File: src/rtl/sgnm_pkg.sv
// ----------------------------------------------------------------------------
// sgnm_pkg
// Shared types, constants and binary32 helpers for the sign-momentum step.
// ----------------------------------------------------------------------------
package sgnm_pkg;

   localparam int FP_LAT     = 5;                 // register stages in one float unit
   localparam int N_GROUPS   = 5;                 // chained unit groups in the back end
   localparam int PIPE_DEPTH = FP_LAT * N_GROUPS;
   localparam int Q_DEPTH    = 2;
   localparam int QPTR_W     = $clog2(Q_DEPTH);
   localparam int QCNT_W     = $clog2(Q_DEPTH + 1);

   localparam logic [31:0] ONE_F     = 32'h3F80_0000;
   localparam logic [31:0] ZERO_F    = 32'h0000_0000;
   localparam logic [31:0] CANON_NAN = 32'h7FC0_0000;
   localparam logic [31:0] SIGN_MASK = 32'h8000_0000;

   localparam logic [1:0] REG_LR = 2'd0;
   localparam logic [1:0] REG_B1 = 2'd1;
   localparam logic [1:0] REG_B2 = 2'd2;
   localparam logic [1:0] REG_WD = 2'd3;

   typedef struct packed {
      logic [31:0] param;
      logic [31:0] momentum;
      logic [31:0] gradient;
      logic        decay_on;
   } item_type;

   typedef struct packed {
      logic nan;
      logic inf;
   } spec_type;

   function automatic logic is_nan(input logic [31:0] v);
      return (v[30:23] == 8'hFF) && (v[22:0] != 23'd0);
   endfunction

   function automatic logic is_inf(input logic [31:0] v);
      return (v[30:23] == 8'hFF) && (v[22:0] == 23'd0);
   endfunction

   function automatic logic [5:0] lzc48(input logic [47:0] v);
      logic [5:0] n;
      logic       found;
      n     = 6'd48;
      found = 1'b0;
      for (int i = 47; i >= 0; i--) begin
         if (!found && v[i]) begin
            n     = 6'(47 - i);
            found = 1'b1;
         end
      end
      return n;
   endfunction

   function automatic logic [4:0] lzc28(input logic [27:0] v);
      logic [4:0] n;
      logic       found;
      n     = 5'd28;
      found = 1'b0;
      for (int i = 27; i >= 0; i--) begin
         if (!found && v[i]) begin
            n     = 5'(27 - i);
            found = 1'b1;
         end
      end
      return n;
   endfunction

   // e == 0 means subnormal scale; the hidden bit then decides the field
   function automatic logic [31:0] round_pack(input logic        sign,
                                              input logic [9:0]  e,
                                              input logic [23:0] m,
                                              input logic        g,
                                              input logic        st);
      logic        up;
      logic [24:0] m25;
      logic [23:0] mf;
      logic [9:0]  e2;
      logic [7:0]  fe;
      up  = g & (st | m[0]);
      m25 = {1'b0, m} + {24'd0, up};
      if (m25[24]) begin
         mf = m25[24:1];
         e2 = e + 10'd1;
      end else begin
         mf = m25[23:0];
         e2 = e;
      end
      fe = (e2 == 10'd0) ? {7'd0, mf[23]} : e2[7:0];
      if (e2 >= 10'd255) begin
         return {sign, 8'hFF, 23'd0};
      end
      return {sign, fe, mf[22:0]};
   endfunction

endpackage

File: src/rtl/sgnm_front.sv
// ----------------------------------------------------------------------------
// sgnm_front
// Request intake: tags each request with the decay gate and queues it.
// ----------------------------------------------------------------------------
module sgnm_front (
   input  logic              clock,
   input  logic              reset,
   input  logic [31:0]       decay_rate,
   input  logic              req_tvalid,
   output logic              req_tready,
   input  logic [95:0]       req_tdata,   // param_in, momentum_in, gradient_in
   output logic              q_valid,
   output sgnm_pkg::item_type q_item,
   input  logic              q_pop
);
   import sgnm_pkg::*;

   item_type            mem_ff [Q_DEPTH];
   logic [QPTR_W-1:0]   wr_ptr_ff, wr_ptr_in;
   logic [QPTR_W-1:0]   rd_ptr_ff, rd_ptr_in;
   logic [QCNT_W-1:0]   cnt_ff, cnt_in;
   logic                push;
   logic                decay_on;
   item_type            new_item;

   // decay applies only when wd compares greater than +0
   assign decay_on = !decay_rate[31] && (decay_rate[30:0] != 31'd0) && !is_nan(decay_rate);

   always_comb begin
      new_item.param    = req_tdata[31:0];
      new_item.momentum = req_tdata[63:32];
      new_item.gradient = req_tdata[95:64];
      new_item.decay_on = decay_on;
   end

   assign req_tready = (cnt_ff != QCNT_W'(Q_DEPTH));
   assign push       = req_tvalid && req_tready;
   assign q_valid    = (cnt_ff != '0);
   assign q_item     = mem_ff[rd_ptr_ff];

   always_comb begin
      wr_ptr_in = push  ? wr_ptr_ff + 1'b1 : wr_ptr_ff;
      rd_ptr_in = q_pop ? rd_ptr_ff + 1'b1 : rd_ptr_ff;
      cnt_in    = cnt_ff + QCNT_W'(push) - QCNT_W'(q_pop);
   end

   always_ff @(posedge clock) begin
      if (reset) begin
         wr_ptr_ff <= '0;
         rd_ptr_ff <= '0;
         cnt_ff    <= '0;
      end else begin
         wr_ptr_ff <= wr_ptr_in;
         rd_ptr_ff <= rd_ptr_in;
         cnt_ff    <= cnt_in;
      end
   end

   always_ff @(posedge clock) begin
      if (push) begin
         mem_ff[wr_ptr_ff] <= new_item;
      end
   end

   a_no_pop_empty: assert property (@(posedge clock) disable iff (reset)
      q_pop |-> cnt_ff != '0) else $error("pop from empty queue");
   a_cnt_bound: assert property (@(posedge clock) disable iff (reset)
      cnt_ff <= QCNT_W'(Q_DEPTH)) else $error("queue count overflow");
   a_full_block: assert property (@(posedge clock) disable iff (reset)
      cnt_ff == QCNT_W'(Q_DEPTH) |-> !req_tready) else $error("request taken while full");

endmodule

File: config.mk
export PLATFORM = sky130hd
export DESIGN_NAME = sgnm_front
export DESIGN_NICKNAME = d
export VERILOG_FILES = /design/src/rtl/sgnm_pkg.sv /design/src/rtl/sgnm_front.sv
export SDC_FILE = /design/constraint.sdc
export NUM_CORES = 1
export LEC_CHECK = 0
export BUFFER_PORTS_ARGS = -buffer_cell sky130_fd_sc_hd__buf_2
export CAP_MARGIN = 20
export CORE_MARGIN = 4
export CORE_UTILIZATION = 30
export CTS_CLUSTER_SIZE = 12
export DETAILED_ROUTE_END_ITERATION = 8
export GPL_TIMING_DRIVEN = 0
export PLACE_DENSITY = 0.55
export REMOVE_ABC_BUFFERS = 1
export SYNTH_ARGS = -nofsm -noshare
export SYNTH_HDL_FRONTEND = slang
export SYNTH_SLANG_ARGS = --single-unit
export TNS_END_PERCENT = 100
File: constraint.sdc
create_clock -name clock -period 5.7 [get_ports clock]
set_input_delay 0.285 -clock clock [delete_from_list [all_inputs] [get_ports clock]]
set_output_delay 0.285 -clock clock [all_outputs]
set_load 0.02 [all_outputs]
==> results of run 1 <==
## state kept, by name, summed over array words and instances, names as in the netlist, named ones only
signal / count
wr_ptr_ff: 1
mem_ff: 194
rd_ptr_ff: 1
cnt_ff: 2
## path summary, 6_finish.rpt
check                start       endpoint  slack [ps]
max reg2reg      cnt_ff[0]  mem_ff[0][35]        3590
max              flip-flop     q_item[44]        3290
min          req_tdata[12]  mem_ff[0][77]          40
min reg2reg      rd_ptr_ff      flip-flop         530
## routing by layer
layer | GRT usage [%] | wire length, microns
met5 | 0 | 0
met3 | 3.81 | 1150
met4 | 3.77 | 149
met2 | 19.1 | 7650
met1 | 12.7 | 5980
## power by group
group | total [uW] | internal [uW] | switching [uW]
Combinational | 771 | 301 | 469
Clock | 1170 | 615 | 554
Sequential | 1930 | 1870 | 59.8
Total | 3870 | 2790 | 1080
## area by class of cell
cell class / instances / area (sq um) / share of cell area [%]
repair buffers: 235 / 1270 / 13.4
clock buffers: 17 / 425 / 4.48
well taps: 319 / 399 / 4.20
multi-input cells: 129 / 1320 / 13.9
flip-flops and latches: 199 / 5930 / 62.4
inverters: 2 / 7.51 / 0.0790
clock inverters: 14 / 146 / 1.54
## through the flow
stage,hold slack [ps],setup WS [ps]
floorplan,357,378
global placement,473,-1790
detailed placement,476,3500
CTS,22.2,3200
global route,12.8,3110
finish,43.9,3290
## kinds of logic (layout without fill, tap and decap cells)
| logic type | count (synthesis) | after routing | synth area share (%) |
|---|---|---|---|
| xor gates and xnor gates | 4 | 4 | 0.478 |
| AOI/OAI and AO/OA | 2 | 2 | 0.205 |
| buffers and inverters | 13 | 268 | 1.28 |
| and+or+nand+nor | 24 | 24 | 1.72 |
| muxes | 97 | 97 | 15.1 |
| DFF | 199 | 199 | 80.9 |
| adders and majority gates | 2 | 2 | 0.341 |
## cell usage after synthesis
master and instances:
sky130_fd_sc_hd__xor2_1 2, sky130_fd_sc_hd__nand2b_1 1, sky130_fd_sc_hd__dfxtp_1 5, sky130_fd_sc_hd__o311a_1 1, sky130_fd_sc_hd__nand2_1 3, sky130_fd_sc_hd__and3_1 1
sky130_fd_sc_hd__nor3_1 1, sky130_fd_sc_hd__mux2_4 4, sky130_fd_sc_hd__buf_2 6, sky130_fd_sc_hd__mux2_2 93, sky130_fd_sc_hd__buf_6 5, sky130_fd_sc_hd__inv_1 2
sky130_fd_sc_hd__xnor2_1 2, sky130_fd_sc_hd__o21ai_0 1, sky130_fd_sc_hd__nor2b_1 1, sky130_fd_sc_hd__ha_1 2, sky130_fd_sc_hd__nor4_1 7, sky130_fd_sc_hd__nand4_1 3
sky130_fd_sc_hd__edfxtp_1 194, sky130_fd_sc_hd__or2_2 1, sky130_fd_sc_hd__nor2_1 6
## worst reg2reg max path: cells and delay by family, from the launching register on
| kind | cells | cell delay [ps] |
|---|---|---|
| and+or+nand+nor | 3 | 970 |
| buffers and inverters | 2 | 510 |
| DFF | 1 | 350 |
==> results.md, run 1 <==
- The run finished with clean final reports.
- The cell family contributing the most delay on the critical path is flip-flops.
- The number of hold buffers added after CTS was 0.
- The filler cells instantiated in the layout total 2,156.
- The largest stage delay on the critical path is 790 ps.
- The number of global-route vias before repair is 4,374.
- For the worst flop-to-flop path, the logic depth is 5.
- After synthesis, the netlist uses 21 different library cells.
- The die outline area is 0.0270 sq mm.
- The TritonCTS clock tree is yes.
- The routed via count divided by cell count is 4.29.
- The worst hold path belongs to the class input pin to flip-flop.
- The final cycle utilization of the critical path is 42.2%.
- Global routing finished with a remaining overflow of 0.
- The maximum clock path buffer count is 2.
- The number of ports placed on the die boundary is 231.
- Yosys attributes the largest share of cell area to sky130_fd_sc_hd__edfxtp_1 79%, sky130_fd_sc_hd__mux2_2 14%, sky130_fd_sc_hd__dfxtp_1 1.4%, sky130_fd_sc_hd__mux2_4 0.82%, sky130_fd_sc_hd__buf_6 0.77%.
- The analysis attributes to cell leakage a power of 0.00354 uW.
- The root cell of the clock tree is sky130_fd_sc_hd__clkbuf_16.
- Setup repair after global routing left no endpoint under its margin.
- The summed instance area of the synthesized netlist is 0.00733 sq mm.
- The core utilization of the finished layout is 40.0%.
- For this run, the post-layout net count is 718.
- The critical path contains buffers and inverters numbering 2 combined.
- The smallest clock period supported by the final layout is computed as 2410 ps.
- The overall routing resource usage is 11.0%.
- Based on the critical path, the design can be clocked at up to 415 MHz.
- The worst slew slack as a fraction of its limit is 44.3%.
- The largest area contributor in the synthesized netlist is sky130_fd_sc_hd__edfxtp_1.
- The total CTS buffers is 17.
- The number of input and output port buffers inserted is 230.
- The clock drives 199 sinks.
- The repair_antennas step left the layout with diodes totalling 0.
- The critical path runs through a total of 3 cells.
- For this configuration, the core starts out at a cell density of 30.9%.
- The clock arrives with 14.1 ps of skew.
- The number of endpoints with negative hold slack in the final report is 0.
- Counting instances, the worst hold path has a depth of 1.
- STA classifies the critical path startpoint as a flip-flop.
- The layout cell share with drive strength beyond 1 is 61.2%.
- The part of the Yosys area used for sequential elements is 80.9%.
- The peak fanout along the critical path is 51.
- The clock transition at the registers of the reported paths is 70 ps.
- Once placement finished, the instance area stood at 0.00893 sq mm.
- The cell count after placement is 884.
- The via count is 3,927.
- The die is 164 microns wide.
- The max-capacitance violation count is 0.
- After technology mapping, the gate count stands at 341.
- The cell row count is 56.
- The actual transition at the worst max-transition pin is 833 ps.
- With fillers left out, the area of the finished cells amounts to 0.00950 sq mm.
- The share of the synthesized area in the top cell type is 79.5%.
- The total of endpoints with negative setup slack in the final report is 0.
- After detailed routing, the average wire length per cell comes to 16.3 microns.
- The initial antenna violation count is 0.
- The capturing element type of the critical path is a primary output.
- The post-cts repair resize count is 0.
- In this run the standard cell core region covers 0.0238 sq mm.
- The library cell used most frequently in the layout, excluding fill and tap cells, is sky130_fd_sc_hd__buf_2.
- During synthesis, Yosys emitted a total of 0 warnings.
- The max-slew violation total from the final report is 0.
- The total of flip-flops plus latches after synthesis is 199.
- The areal power density over the cells is 407 mW/mm^2.
- The number of nets still failing antenna checks after routing is 0.
- The power after layout is 3870 uW.
- The largest individual stage delay along the critical path comes from the cell sky130_fd_sc_hd__dfxtp_4.
- The depth of the CTS H-tree is 4.
- The post-route non-filler standard cell count is 915.
- The number of buffers added for setup after CTS is 0.
- The setup path with the least slack is of type flip-flop to primary output.
- Wires add up to 14,900 microns.
- The arrival time at the worst endpoint is 2120 ps.
- Routability-driven placement finished with a final weighted congestion of 0.767.
- The die height is 164 microns.
- VDD sags by at most 0.166 mV.
- Before antenna repair, the detailed router went through 4 iterations.
- For the worst setup path, the data required time is 5410 ps.
- The synthesized area divided by synthesized cell count is 21.5 sq um.
- The half-perimeter wire length of the detailed placement result is 10,300 microns.
- The maximum number of pins on one net before global-route repair is 54.
- The first routing iteration left 153 violations.
- The setup TNS after final layout is 0 ps.
- The clock latency of the later-clocked register in the worst-skew pair is 420 ps.
- The signal on the critical path passes through buf_16, mux2_2, buf_2.
- The top cell types in the final layout, fill and taps aside, are 230 x sky130_fd_sc_hd__buf_2, 194 x sky130_fd_sc_hd__edfxtp_1, 93 x sky130_fd_sc_hd__mux2_2, 17 x sky130_fd_sc_hd__clkbuf_16, 7 x sky130_fd_sc_hd__nor4_1.
- The remaining routing DRC violations is 0.
- The post-synthesis to final-layout area growth is 29.7%.
- The first-pass GRT wire length is 22,800 microns.
Note: power is estimated with default switching activity, not from simulation.
==> run 2, diff against run 1 <==
- PLACE_DENSITY: 0.55 -> 0.57
- clock period: 5.7 -> 2 ns (I/O delays scaled with it)
==> run 2 against run 1 <==
  * Clock skew shrank 3.5 ps
  * Critical path depth unchanged
  * Die area stayed put
  * Highest routed layer unchanged
==> results.md, run 2 (same netlist as run 1, synthesis figures left out) <==
- The setup TNS after final layout was 0 ps (unchanged).
- The worst slew slack as a fraction of its limit is 49.7% (+5.3 points).
- TritonCTS built the clock tree.
- The maximum clock path buffer count is 2 (unchanged).
- The routing usage on met2 was 21.1% (+1.9 points).
- The cell family contributing the most delay on the critical path is simple AND/OR/NAND/NOR gates.
- The starting density of the core is 30.9% (unchanged).
- The max-capacitance violation count was 0 (unchanged).
- The maximum number of pins on one net before global-route repair came to 50 (-7.4%).
- The arrival time at the worst endpoint was 1960 ps (-160 ps).
- The maximum clock skew at final layout is 10.6 ps (-3.47 ps).
- The first-pass iteration count of the detailed router is 4 (unchanged).
- The area inside the core boundary is 0.0238 sq mm (unchanged).
- The areal power density over the cells was 1080 mW/mm^2 (+170%).
- The largest stage delay on the critical path came to 670 ps (-120 ps).
- The end of the worst register-to-register path is mem_ff[1][23].
- The tree is rooted in a sky130_fd_sc_hd__clkbuf_16.
- The number of nets still failing antenna checks after routing is 0 (unchanged).
- The number of antenna repair diodes is 0 (unchanged).
- The shortest period the worst path allows is 1860 ps.
- The layout cell share with drive strength beyond 1 came to 53.8% (-7.4 points).
- The filler cell count is 2,101 (-2.6%).
- The cell count of the worst reg-to-reg path is 3 (-2).
- The die width is 164 microns (unchanged).
- The cell row count was 56 (unchanged).
- The total number of clock tree sinks is 199 (unchanged).
- The post-synthesis to final-layout area growth is 45.2%.
- The total number of nets in the final design is 825 (+15%).
- The met1 track utilization from global routing was 14.2% (+1.5 points).
- The required time of the worst setup path is 2100 ps (-3310 ps).
- Static timing analysis puts the maximum clock frequency at 538 MHz.
- The worst hold path begins at decay_rate[31].
- The leading cell type in the layout, fill and taps excluded is sky130_fd_sc_hd__buf_2.
- The final cycle utilization of the critical path is 93.0%.
- The total placed instance area is 0.00892 sq mm (about the same).
- The total CTS buffers was 17 (unchanged).
- The nature of the critical path startpoint is a flip-flop.
- The final global-route overflow total is 0 (unchanged).
- The core utilization of the finished layout is 44.8% (+4.8 points).
- The footprint of the flip-flops and latches was 0.00593 sq mm (about the same).
- Leaving out fill and tap cells, the most frequent cells in the layout are 230 x sky130_fd_sc_hd__buf_2, 194 x sky130_fd_sc_hd__edfxtp_1, 99 x sky130_fd_sc_hd__dlygate4sd3_1, 92 x sky130_fd_sc_hd__mux2_2, 17 x sky130_fd_sc_hd__clkbuf_16.
- The die outline area is 0.0270 sq mm (unchanged).
- The source of the worst register-to-register timing path is cnt_ff[0].
- The number of input and output port buffers inserted is 230 (unchanged).
- The actual transition at the worst max-transition pin was 754 ps (-78.9 ps).
- The clock latency of the later-clocked register in the worst-skew pair is 430 ps (about the same).
- The critical path goes through nand2b_4, and3_4, buf_16.
- For hold timing, the worst endpoint is mem_ff[1][0].
- The worst IR drop on VDD came to 0.478 mV (+190%).
- The run finished with clean final reports.
- The post-route cell area is 0.0106 sq mm (+12%).
- The global routing met3 resource utilization came to 3.51% (-0.30 points).
- The critical path buffer and inverter count is 1 (-1).
- The half-perimeter wire length of the detailed placement result was 10,600 microns (+3.2%).
- The first-iteration detailed-routing DRC count is 199 (+30%).
- The remaining routing DRC violations is 0 (unchanged).
- The first-pass GRT wire length came to 25,000 microns (+9.5%).
- The total of endpoints with negative setup slack in the final report is 0 (unchanged).
- The final weighted congestion in routability-driven placement is 0.798 (+4.1%).
- The leakage dissipation was 0.00403 uW (+14%).
- The max-slew violation total from the final report is 0 (unchanged).
- The routing layer with the top usage in global route is met2.
- The clock transition at the registers of the reported paths is 80 ps (about the same).
- The hold path depth is 3 (+2).
- The most critical setup path has its startpoint at cnt_ff[0].
- The via count is 4,354 (+11%).
- The depth of the CTS H-tree is 4 (unchanged).
- The die height is 164 microns (unchanged).
- The number of flip-flops in the largest register is 194 (unchanged).
- By startpoint and endpoint, the worst setup path is classified as flip-flop to flip-flop.
- The routed via count divided by cell count is 4.26 (-0.83%).
- STA classifies the critical path endpoint as a flip-flop.
- The detail-routed net length per standard cell came to 16.1 microns (-1.3%).
- The routed wire length was 16,500 microns (+10%).
- The cell with the largest stage delay on the worst path is sky130_fd_sc_hd__and3_4.
- The overall routing resource usage is 12.0% (+1.0 points).
- The peak fanout along the critical path is 49 (-3.9%).
- The number of endpoints with negative hold slack in the final report came to 0 (unchanged).
- The number of global-route vias before repair is 4,872 (+11%).
- The initial antenna violation count is 0 (unchanged).
- The slack of the worst reg-to-reg path is 140 ps (-3450 ps).
- The multi-input gate area in the final layout is 0.00134 sq mm (+1.3%).
- The number of ports placed on the die boundary is 231 (unchanged).
- Ranked by flip-flop count, first place goes to mem_ff.
- The type of the worst min-delay path is input pin to flip-flop.
- In the final layout, the registers with the most flip-flops are mem_ff x194, cnt_ff x2.
[run 2: final cells by class]
type	instances	share of cell area [%]
clock inverters	15	1.85
clock buffers	17	4.00
multi-input cells	130	12.6
inverters	2	0.0705
flip-flops and latches	199	55.7
well taps	319	3.75
repair buffers	341	22.0
[run 2: timing repair]
action | 4_1_cts | 5_1_grt
endpoints found under the setup margin | 86 | 93
hold endpoints to repair | 197 | 0
cloned | 1 | 0
setup buffers | 4 | 3
hold buffers | 99 | 0
resized for setup | 2 | 2
pin swaps | 2 | 0
[run 2: worst max-delay path by stage]
| stage | slack, ps | endpoint | cells after the start |
|---|---|---|---|
| finish | 140 | mem_ff[1][23] | 3 |
| global placement | -5450 | mem_ff[0][76] | 3 |
| floorplan | -3320 | mem_ff[0][0] | 3 |
| CTS | 2 | q_item[54] | 3 |
| detailed placement | -200 | mem_ff[0][81] | 5 |
| global route | -8 | mem_ff[1][58] | 3 |
[run 2: layer usage]
| metal | up-vias | share of wire [%] |
|---|---|---|
| li1 | 2062 | - |
| met1 | 2108 | 40 |
| met2 | 164 | 51 |
| met3 | 20 | 7.2 |
| met4 | 0 | 1.6 |
| met5 | - | 0 |
[run 2: worst register-to-register path, cell delays in order (launching register included)]
cell,delay (ps)
sky130_fd_sc_hd__dfxtp_2,350
sky130_fd_sc_hd__nand2b_4,140
sky130_fd_sc_hd__and3_4,670
sky130_fd_sc_hd__buf_16,330
[run 2: power breakdown]
group          switching [uW]  internal (uW)
combinational            1430           1030
clock                    1710           1830
sequential                154           5330
[run 2: per-stage QoR]
stage | std cells | power, uW | setup WS [ps] | hold WS (ps)
floorplan | 330 | 6980 | -3320 | 172
global route | 1023 | 12000 | -8.23 | 44.2
CTS | 1020 | 11700 | 2.34 | 31.9
detailed placement | 884 | 7850 | -199 | 291
finish | 1023 | 11500 | 140 | 57.8
global placement | 879 | 7280 | -5450 | 287
